<file path="src/hdl/isrch_pkg.sv">
// ----------------------------------------------------------------------------
// isrch_pkg
// Sizes, command codes and word types of the interpolation search block.
// ----------------------------------------------------------------------------
package isrch_pkg;

    localparam int MAX_ELEMENTS = 1024;
    localparam int ADDR_W       = $clog2(MAX_ELEMENTS);
    localparam int N_W          = ADDR_W + 1;     // holds 0..MAX_ELEMENTS
    localparam int CNT_W        = 11;
    localparam int IDX_W        = 10;
    localparam int VAL_W        = 32;
    localparam int POS_W        = 10;
    localparam int MAG_W        = VAL_W;          // |a - b| of two words fits here
    localparam int NUM_W        = MAG_W + ADDR_W; // |key - low| * index span

    localparam logic FUNC_WRITE  = 1'b0;
    localparam logic FUNC_SEARCH = 1'b1;

    typedef struct packed {
        logic                     func;
        logic [IDX_W-1:0]         index;
        logic signed [VAL_W-1:0]  value;
    } cmd_t;

    typedef struct packed {
        logic             found;
        logic [POS_W-1:0] position;
    } result_t;

endpackage

</file>
<file path="src/hdl/isrch_div.sv">
// ----------------------------------------------------------------------------
// isrch_div
// Unsigned restoring divider, one quotient bit per cycle.
// ----------------------------------------------------------------------------
module isrch_div
    import isrch_pkg::*;
(
    input  logic             clk,
    input  logic             rst_n,
    input  logic             start,
    input  logic [NUM_W-1:0] dividend,
    input  logic [MAG_W-1:0] divisor,
    output logic             done,
    output logic [NUM_W-1:0] quotient
);

    localparam int STEP_W = $clog2(NUM_W);

    logic              run_reg,  run_next;
    logic              done_reg, done_next;
    logic [STEP_W-1:0] step_reg, step_next;
    logic [MAG_W-1:0]  rem_reg,  rem_next;
    logic [NUM_W-1:0]  quo_reg,  quo_next;
    logic [MAG_W-1:0]  dvs_reg,  dvs_next;
    logic [MAG_W+1:0]  trial;
    logic              fits;

    // shift in the next dividend bit and try the subtract
    assign trial = {1'b0, rem_reg, quo_reg[NUM_W-1]} - {2'b00, dvs_reg};
    assign fits  = !trial[MAG_W+1];

    always_comb
    begin
        run_next  = run_reg;
        done_next = 1'b0;
        step_next = step_reg;
        rem_next  = rem_reg;
        quo_next  = quo_reg;
        dvs_next  = dvs_reg;
        if (start)
        begin
            run_next  = 1'b1;
            step_next = '0;
            rem_next  = '0;
            quo_next  = dividend;
            dvs_next  = divisor;
        end
        else if (run_reg)
        begin
            rem_next  = fits ? trial[MAG_W-1:0] : {rem_reg[MAG_W-2:0], quo_reg[NUM_W-1]};
            quo_next  = {quo_reg[NUM_W-2:0], fits};
            step_next = step_reg + 1'b1;
            if (step_reg == STEP_W'(NUM_W - 1))
            begin
                run_next  = 1'b0;
                done_next = 1'b1;
            end
        end
    end

    always_ff @(posedge clk or negedge rst_n)
    begin
        if (!rst_n)
        begin
            run_reg  <= 1'b0;
            done_reg <= 1'b0;
            step_reg <= '0;
        end
        else
        begin
            run_reg  <= run_next;
            done_reg <= done_next;
            step_reg <= step_next;
        end
    end

    always_ff @(posedge clk)
    begin
        rem_reg <= rem_next;
        quo_reg <= quo_next;
        dvs_reg <= dvs_next;
    end

    assign done     = done_reg;
    assign quotient = quo_reg;

endmodule

</file>
<file path="config.mk">
export PLATFORM = sky130hd
export DESIGN_NAME = isrch_div
export DESIGN_NICKNAME = d
export VERILOG_FILES = /design/src/hdl/isrch_pkg.sv /design/src/hdl/isrch_div.sv
export SDC_FILE = /design/constraint.sdc
export NUM_CORES = 1
export LEC_CHECK = 0
export BUFFER_PORTS_ARGS = -buffer_cell sky130_fd_sc_hd__buf_2
export CORE_ASPECT_RATIO = 1.25
export CORE_MARGIN = 3
export CORE_UTILIZATION = 50
export DETAILED_ROUTE_END_ITERATION = 10
export GPL_TIMING_DRIVEN = 0
export HOLD_SLACK_MARGIN = 0.05
export MAX_ROUTING_LAYER = met4
export PLACE_DENSITY_LB_ADDON = 0.12
export SLEW_MARGIN = 25
export SYNTH_ARGS = -nofsm -noshare
export SYNTH_HDL_FRONTEND = slang
export SYNTH_SLANG_ARGS = --single-unit
</file>
<file path="constraint.sdc">
create_clock -name clk -period 8.7 [get_ports clk]
set_input_delay 0.87 -clock clk [delete_from_list [all_inputs] [get_ports clk]]
set_output_delay 0.87 -clock clk [all_outputs]
set_load 0.02 [all_outputs]
</file>
==> impl_metrics.prom, run 1 <==
# TYPE chip_impl_metric gauge
chip_impl_info{name="status",value="completed"} 1
chip_impl_metric{name="area_growth_syn_to_layout",unit="%"} 21.7
chip_impl_metric{name="detail_route.first_pass.iterations",unit=""} 4
chip_impl_metric{name="layout-drive-gt1-share",unit=""} 0.290
chip_impl_metric{name="vias",unit=""} 4652
chip_impl_metric{name="period_share",unit=""} 0.381
chip_impl_metric{name="die_width",unit="um"} 106
chip_impl_metric{name="timing.max_slew.rel_slack",unit=""} 0.453
chip_impl_metric{name="slew_at_the_pin_closest_to_its_max_slew_limit",unit="ns"} 0.821
chip_impl_metric{name="critical_path_arrival",unit="ns"} 3.59
chip_impl_metric{name="viasPerCell",unit=""} 5.33
chip_impl_info{name="layout_common_cells",value="sky130_fd_sc_hd__buf_2, sky130_fd_sc_hd__edfxtp_1, sky130_fd_sc_hd__nor2_1, sky130_fd_sc_hd__inv_1, sky130_fd_sc_hd__mux2_2"} 1
chip_impl_metric{name="setup_violations",unit=""} 0
chip_impl_metric{name="gpl.final_weighted_congestion",unit=""} 0.812
chip_impl_metric{name="cts_inserted_buffers",unit=""} 17
chip_impl_metric{name="detail_route.iter0.violations",unit=""} 191
chip_impl_metric{name="async_reset_ff_frac",unit=""} 0.0702
chip_impl_metric{name="final_core_utilization",unit=""} 0.636
chip_impl_metric{name="period_needed",unit="ns"} 3.32
chip_impl_metric{name="route.detailed.wl_per_inst",unit="um"} 16.0
chip_impl_metric{name="cts.repair.resized",unit=""} 0
chip_impl_metric{name="die-height",unit="um"} 131
chip_impl_info{name="critical_path.startpoint",value="quotient[41]"} 1
chip_impl_metric{name="dp_hpwl",unit="mm"} 10.3
chip_impl_metric{name="total_negative_slack",unit="ns"} 0
chip_impl_info{name="crit_type",value="flip-flop to flip-flop"} 1
chip_impl_metric{name="post-route-drc-count",unit=""} 0
chip_impl_metric{name="critical_path_required",unit="ns"} 8.97
chip_impl_metric{name="first_pass_grt_wire_length",unit="mm"} 23.9
chip_impl_metric{name="global_route.usage.total",unit=""} 0.224
chip_impl_metric{name="tritoncts_num_sinks",unit=""} 114
chip_impl_metric{name="io_buffers",unit=""} 119
chip_impl_metric{name="power_density_over_cell_area",unit="nW/um^2"} 263
chip_impl_info{name="timing.hold.worst.class",value="input port to async pin"} 1
chip_impl_info{name="worst_r2r_startpoint",value="quotient[41]"} 1
chip_impl_metric{name="cts-htree-levels",unit=""} 4
chip_impl_metric{name="hold_viol_final",unit=""} 0
chip_impl_info{name="grt_setup_unrepaired",value="false"} 1
chip_impl_metric{name="final_antenna_net_count",unit=""} 0
chip_impl_info{name="clock_tree_from_tritoncts",value="yes"} 1
chip_impl_metric{name="syn-cell-area",unit="um^2"} 6220
chip_impl_metric{name="overall_die_area",unit="um^2"} 13800
chip_impl_metric{name="antenna_violations_before_repair",unit=""} 0
chip_impl_metric{name="worst_hold_slack",unit="ns"} 0.286
chip_impl_metric{name="path_clk_slew",unit="ns"} 0.05
chip_impl_metric{name="timing.clock.skew",unit="ns"} 0.0111
chip_impl_info{name="most_common_library_cell_in_the_layout_ignoring_fill_and_taps",value="sky130_fd_sc_hd__buf_2"} 1
chip_impl_metric{name="routed_wl",unit="mm"} 13.9
chip_impl_metric{name="leakagePower",unit="nW"} 3.44
chip_impl_metric{name="achievable-frequency",unit="MHz"} 302
chip_impl_metric{name="cts_hold_buffers",unit=""} 0
chip_impl_info{name="worst_setup_path_end_kind",value="flip-flop"} 1
chip_impl_metric{name="num-nets-final",unit=""} 810
chip_impl_metric{name="globalRoute.totalOverflow",unit=""} 0
chip_impl_metric{name="syn_nets",unit=""} 671
chip_impl_metric{name="floorplan.core_area",unit="um^2"} 11900
chip_impl_metric{name="initial_utilization",unit=""} 0.523
chip_impl_metric{name="n_antenna_cell",unit=""} 0
chip_impl_metric{name="postCtsSetupBuffers",unit=""} 0
chip_impl_metric{name="synth-edff-count",unit=""} 74
chip_impl_metric{name="grt_start_max_net_pins",unit=""} 35
chip_impl_metric{name="postSynthRegisterBits",unit=""} 114
chip_impl_metric{name="first_global_vias",unit=""} 5073
chip_impl_metric{name="nFillCells",unit=""} 1009
chip_impl_info{name="worstSetupStartpointType",value="flip-flop"} 1
chip_impl_metric{name="maxCapViolations",unit=""} 0
chip_impl_metric{name="drv_slew",unit=""} 0
chip_impl_metric{name="row_count",unit=""} 44
chip_impl_metric{name="ios",unit=""} 120
chip_impl_metric{name="synthDistinctLibCells",unit=""} 64
chip_impl_metric{name="timing.critical_path.fanout_max",unit=""} 6
chip_impl_metric{name="synth-seq-area-share",unit=""} 0.492
chip_impl_metric{name="syn_avg_cell_area",unit="um^2"} 11.1
chip_impl_info{name="cts-root-buf",value="sky130_fd_sc_hd__clkbuf_16"} 1
chip_impl_metric{name="cts.path.max_buffers",unit=""} 2
chip_impl_metric{name="largest_register_ffs",unit=""} 42
chip_impl_metric{name="ys_warn_count",unit=""} 0
chip_impl_metric{name="syn_inst",unit=""} 559
chip_impl_metric{name="ir_drop_worst_vdd",unit="V"} 0.000155
chip_impl_metric{name="worstSkewPairLatency",unit="ns"} 0.42
chip_impl_info{name="ys_dominant_reg_cell",value="sky130_fd_sc_hd__edfxtp_1"} 1
kinds of logic after synthesis:
group	share of synthesized area
xor+xnor	0.0437
simple gates	0.0933
fa+ha+maj	0.0716
mux	0.114
compound gates	0.138
flops	0.492
buf+inv	0.0465
synth_stat cells, types with 4 or more instances:
master / count / area [um^2]
sky130_fd_sc_hd__edfxtp_1: 74 / 2220
sky130_fd_sc_hd__nor2_1: 48 / 180
sky130_fd_sc_hd__inv_1: 44 / 165
sky130_fd_sc_hd__mux2_2: 41 / 462
sky130_fd_sc_hd__ha_1: 34 / 425
sky130_fd_sc_hd__dfxtp_1: 32 / 641
sky130_fd_sc_hd__a21oi_1: 28 / 140
sky130_fd_sc_hd__nand2_1: 26 / 97.6
sky130_fd_sc_hd__mux2i_1: 25 / 250
sky130_fd_sc_hd__a211oi_1: 23 / 173
sky130_fd_sc_hd__clkbuf_1: 18 / 67.6
sky130_fd_sc_hd__xor2_1: 16 / 140
sky130_fd_sc_hd__xnor2_1: 15 / 131
sky130_fd_sc_hd__o21ai_0: 12 / 60.1
sky130_fd_sc_hd__o21ai_1: 9 / 45.0
sky130_fd_sc_hd__a21o_1: 8 / 60.1
sky130_fd_sc_hd__dfrtp_1: 8 / 200
sky130_fd_sc_hd__buf_4: 6 / 45.0
sky130_fd_sc_hd__nand4_1: 6 / 37.5
sky130_fd_sc_hd__nor2b_1: 5 / 31.3
sky130_fd_sc_hd__a211o_1: 4 / 35.0
sky130_fd_sc_hd__nor3_1: 4 / 20.0
sky130_fd_sc_hd__o21a_1: 4 / 30.0
sky130_fd_sc_hd__o22ai_1: 4 / 25.0
area by class of cell:
cell class	instances	area (um^2)	share of cell area
Buffer	25	124	0.0164
Clock buffer	22	444	0.0587
Clock inverter	10	87.6	0.0116
Inverter	44	165	0.0218
Multi-Input combinational cell	376	2870	0.379
Sequential cell	114	3060	0.405
Tap cell	161	201	0.0266
Timing Repair Buffer	120	616	0.0813
report_power, final:
| part | total (mW) | leakage, nW | switching, mW | internal, mW |
|---|---|---|---|---|
| Sequential | 0.718 | 1.12 | 0.0546 | 0.663 |
| Combinational | 0.646 | 2.06 | 0.354 | 0.293 |
| Clock | 0.627 | 0.258 | 0.238 | 0.389 |
per-stage QoR:
step / power (mW) / cell area (um^2) / setup WS [ns] / cells
after floorplan: 1.22 / 6220 / 5.79 / 559
after global placement: 1.35 / 7020 / 4.97 / 839
after detailed placement: 1.37 / 7040 / 5.29 / 840
after CTS: 2.01 / 7570 / 5.38 / 872
after global routing: 2.12 / 7570 / 5.09 / 872
final: 1.99 / 7570 / 5.38 / 872
critical path, stage by stage (launching register included):
cell and delay, ns:
sky130_fd_sc_hd__edfxtp_1 0.41, sky130_fd_sc_hd__inv_1 0.08, sky130_fd_sc_hd__ha_1 0.17, sky130_fd_sc_hd__inv_1 0.06, sky130_fd_sc_hd__fa_1 0.43, sky130_fd_sc_hd__a211o_1 0.32
sky130_fd_sc_hd__o211ai_1 0.12, sky130_fd_sc_hd__o211ai_1 0.18, sky130_fd_sc_hd__o22ai_1 0.52, sky130_fd_sc_hd__o21ai_1 0.26, sky130_fd_sc_hd__a41oi_1 0.29, sky130_fd_sc_hd__o41ai_1 0.11
sky130_fd_sc_hd__mux2i_1 0.13, sky130_fd_sc_hd__a211oi_1 0.08
metal layers:
| metal | part of all wire | wire length [um] | track usage |
|---|---|---|---|
| met4 | 0.012 | 172 | 0.0816 |
| met2 | 0.53 | 7310 | 0.395 |
| met5 | 0 | 0 | - |
| met1 | 0.41 | 5720 | 0.249 |
| met3 | 0.052 | 718 | 0.0536 |
path summary, 6_finish.rpt:
path	slack (ns)	depth (start not counted)	endpoint
hold reg to reg	0.48	2	rem_reg[28]
setup / recovery	5.38	13	rem_reg[16]
setup reg to reg	5.38	13	rem_reg[16]
min in group clk	0.48	2	rem_reg[28]
max in group asynchronous	8.25	1	step_reg[0]
hold / removal	0.29	1	done
No activity file was read; power rests on OpenSTA's default activity.
==> inputs of run 2 (changes only) <==
- clock period: 8.7 -> 3.4 ns (I/O delays scaled with it)
==> impl_metrics.prom, run 2 (synthesis gave the netlist of run 1 again) <==
# TYPE chip_impl_metric gauge
chip_impl_metric{name="viasPerCell",unit=""} 5.36
chip_impl_info{name="critical_path.startpoint",value="quotient[41]"} 1
chip_impl_metric{name="reg2reg_depth",unit=""} 13
chip_impl_metric{name="routed_wl",unit="mm"} 13.9
chip_impl_metric{name="placed_cell_area",unit="um^2"} 7040
chip_impl_metric{name="antenna_violations_before_repair",unit=""} 0
chip_impl_metric{name="vias",unit=""} 4682
chip_impl_metric{name="route.detailed.wl_per_inst",unit="um"} 16.0
chip_impl_metric{name="nFillCells",unit=""} 1009
chip_impl_info{name="timing.hold.worst.class",value="input port to flip-flop"} 1
chip_impl_metric{name="critical_path_arrival",unit="ns"} 3.44
chip_impl_metric{name="cts_inserted_buffers",unit=""} 17
chip_impl_metric{name="first_pass_grt_wire_length",unit="mm"} 23.9
chip_impl_info{name="worstReg2RegEnd",value="rem_reg[18]"} 1
chip_impl_metric{name="post-route-drc-count",unit=""} 0
chip_impl_metric{name="num-nets-final",unit=""} 811
chip_impl_metric{name="grt_use_met1",unit=""} 0.250
chip_impl_metric{name="area.sequential",unit="um^2"} 3060
chip_impl_metric{name="grt_util_met3",unit=""} 0.0536
chip_impl_metric{name="final_antenna_net_count",unit=""} 0
chip_impl_metric{name="first_global_vias",unit=""} 5082
chip_impl_metric{name="detail_route.first_pass.iterations",unit=""} 4
chip_impl_info{name="worst_r2r_startpoint",value="quotient[41]"} 1
chip_impl_metric{name="timing.critical_path.fanout_max",unit=""} 6
chip_impl_metric{name="multiInputGateArea",unit="um^2"} 2880
chip_impl_metric{name="n_antenna_cell",unit=""} 0
chip_impl_metric{name="path_clk_slew",unit="ns"} 0.06
chip_impl_metric{name="ios",unit=""} 120
chip_impl_metric{name="global_route.usage.total",unit=""} 0.225
chip_impl_metric{name="worst_hold_slack",unit="ns"} 0.0948
chip_impl_metric{name="drv_slew",unit=""} 0
chip_impl_metric{name="global_routing_usage_on_met2",unit=""} 0.396
chip_impl_metric{name="slew_at_the_pin_closest_to_its_max_slew_limit",unit="ns"} 0.832
chip_impl_info{name="worstSetupStartpointType",value="flip-flop"} 1
chip_impl_metric{name="achievable-frequency",unit="MHz"} 321
chip_impl_info{name="clock_tree_from_tritoncts",value="yes"} 1
chip_impl_metric{name="ir_drop_worst_vdd",unit="V"} 0.000398
chip_impl_metric{name="globalRoute.totalOverflow",unit=""} 0
chip_impl_metric{name="row_count",unit=""} 44
chip_impl_info{name="worst_setup_path_end_kind",value="flip-flop"} 1
chip_impl_metric{name="gpl.final_weighted_congestion",unit=""} 0.812
chip_impl_info{name="most_common_library_cell_in_the_layout_ignoring_fill_and_taps",value="sky130_fd_sc_hd__buf_2"} 1
chip_impl_info{name="timing.hold.worst.start",value="divisor[6]"} 1
chip_impl_metric{name="leakagePower",unit="nW"} 3.46
chip_impl_metric{name="tritoncts_num_sinks",unit=""} 114
chip_impl_metric{name="period_needed",unit="ns"} 3.11
chip_impl_metric{name="maxCapViolations",unit=""} 0
chip_impl_metric{name="die-height",unit="um"} 131
chip_impl_metric{name="timing.clock.skew",unit="ns"} 0.0109
chip_impl_info{name="crit_type",value="flip-flop to flip-flop"} 1
chip_impl_metric{name="area_growth_syn_to_layout",unit="%"} 22.0
chip_impl_metric{name="postCtsSetupBuffers",unit=""} 0
chip_impl_info{name="status",value="completed"} 1
chip_impl_info{name="cts-root-buf",value="sky130_fd_sc_hd__clkbuf_16"} 1
chip_impl_metric{name="reg2reg_setup_slack",unit="ns"} 0.29
chip_impl_metric{name="power_density_over_cell_area",unit="nW/um^2"} 672
chip_impl_info{name="gr-max-usage-layer",value="met2"} 1
chip_impl_metric{name="io_buffers",unit=""} 119
chip_impl_metric{name="period_share",unit=""} 0.916
chip_impl_metric{name="initial_utilization",unit=""} 0.523
chip_impl_info{name="hold_end",value="dvs_reg[6]"} 1
chip_impl_metric{name="depth_of_the_worst_hold_timing_path",unit=""} 1
chip_impl_metric{name="layout-drive-gt1-share",unit=""} 0.292
chip_impl_metric{name="die_width",unit="um"} 106
chip_impl_metric{name="floorplan.core_area",unit="um^2"} 11900
chip_impl_metric{name="final_core_utilization",unit=""} 0.638
chip_impl_info{name="grt_setup_unrepaired",value="true"} 1
chip_impl_metric{name="finish.instance_area",unit="um^2"} 7590
chip_impl_metric{name="detail_route.iter0.violations",unit=""} 213
chip_impl_metric{name="overall_die_area",unit="um^2"} 13800
chip_impl_metric{name="setup_violations",unit=""} 0
chip_impl_metric{name="cts-htree-levels",unit=""} 4
chip_impl_metric{name="timing.max_slew.rel_slack",unit=""} 0.445
chip_impl_metric{name="critical_path_required",unit="ns"} 3.73
chip_impl_metric{name="largest_register_ffs",unit=""} 42
chip_impl_metric{name="hold_viol_final",unit=""} 0
chip_impl_metric{name="grt_start_max_net_pins",unit=""} 35
chip_impl_info{name="layout_common_cells",value="sky130_fd_sc_hd__buf_2, sky130_fd_sc_hd__edfxtp_1, sky130_fd_sc_hd__nor2_1, sky130_fd_sc_hd__inv_1, sky130_fd_sc_hd__mux2_2"} 1
chip_impl_metric{name="worstSkewPairLatency",unit="ns"} 0.42
chip_impl_metric{name="dp_hpwl",unit="mm"} 10.3
chip_impl_metric{name="cts.path.max_buffers",unit=""} 2
[run 2: cell count changes in the layout (fill, tap and decap cells not counted)]
| cell | delta |
|---|---|
| sky130_fd_sc_hd__o22ai_1 | -1 |
| sky130_fd_sc_hd__o22ai_2 | +1 |
| sky130_fd_sc_hd__o21ai_2 | +1 |
| sky130_fd_sc_hd__o21ai_1 | -1 |
| sky130_fd_sc_hd__dlygate4sd3_1 | +1 |
[run 2: through the flow]
stage | setup slack (ns) | TNS, ns | total power, mW | std cells
finish | 0.285 | 0 | 5.10 | 873
global route | -0.00780 | -0.00780 | 5.42 | 873
CTS | 0.0769 | 0 | 5.13 | 873
detailed placement | 0.0806 | 0 | 3.51 | 840
global placement | 0.156 | 0 | 3.45 | 839
floorplan | 0.495 | 0 | 3.11 | 559
[run 2: per-layer routing]
metal / up-vias / part of all wire
met2: 105 / 0.52
met3: 16 / 0.042
li1: 2337 / -
met4: 0 / 0.016
met5: - / 0
met1: 2224 / 0.42
[run 2: area by class of cell]
type / count / share of cell area
clock inverters: 10 / 0.0115
plain buffers: 25 / 0.0163
clock buffers: 22 / 0.0585
repair buffers: 121 / 0.0824
flip-flops and latches: 114 / 0.404
multi-input cells: 376 / 0.379
well taps: 161 / 0.0265
inverters: 44 / 0.0218
[run 2: worst max-delay path by stage]
stage          slack, ns          end
3_3_place_gp        0.16  rem_reg[18]
4_1_cts             0.08  rem_reg[18]
5_1_grt           -0.008  rem_reg[16]
6_report            0.29  rem_reg[18]
3_5_place_dp        0.08  rem_reg[18]
2_1_floorplan       0.49  rem_reg[18]
[run 2: power breakdown]
part	switching, mW	total [mW]	internal, mW	leakage [nW]
registers	0.140	1.84	1.70	1.12
clock network	0.608	1.60	0.996	0.258
logic	0.910	1.66	0.752	2.08
[run 2: worst max-delay path, stage by stage (launching register included)]
cell	delay, ns
sky130_fd_sc_hd__edfxtp_1	0.41
sky130_fd_sc_hd__inv_1	0.08
sky130_fd_sc_hd__ha_1	0.17
sky130_fd_sc_hd__inv_1	0.06
sky130_fd_sc_hd__fa_1	0.43
sky130_fd_sc_hd__a211o_1	0.32
sky130_fd_sc_hd__o211ai_1	0.12
sky130_fd_sc_hd__o211ai_1	0.20
sky130_fd_sc_hd__o22ai_2	0.35
sky130_fd_sc_hd__o21ai_1	0.22
sky130_fd_sc_hd__a21oi_1	0.23
sky130_fd_sc_hd__xnor2_1	0.13
sky130_fd_sc_hd__mux2i_1	0.08
sky130_fd_sc_hd__a211oi_1	0.21
[run 2: what timing repair did]
| item | CTS | global route |
|---|---|---|
| setup endpoints to repair | 0 | 9 |
| hold endpoints to repair | 8 | 0 |
| resized for setup | 0 | 2 |
| hold buffers | 1 | 0 |
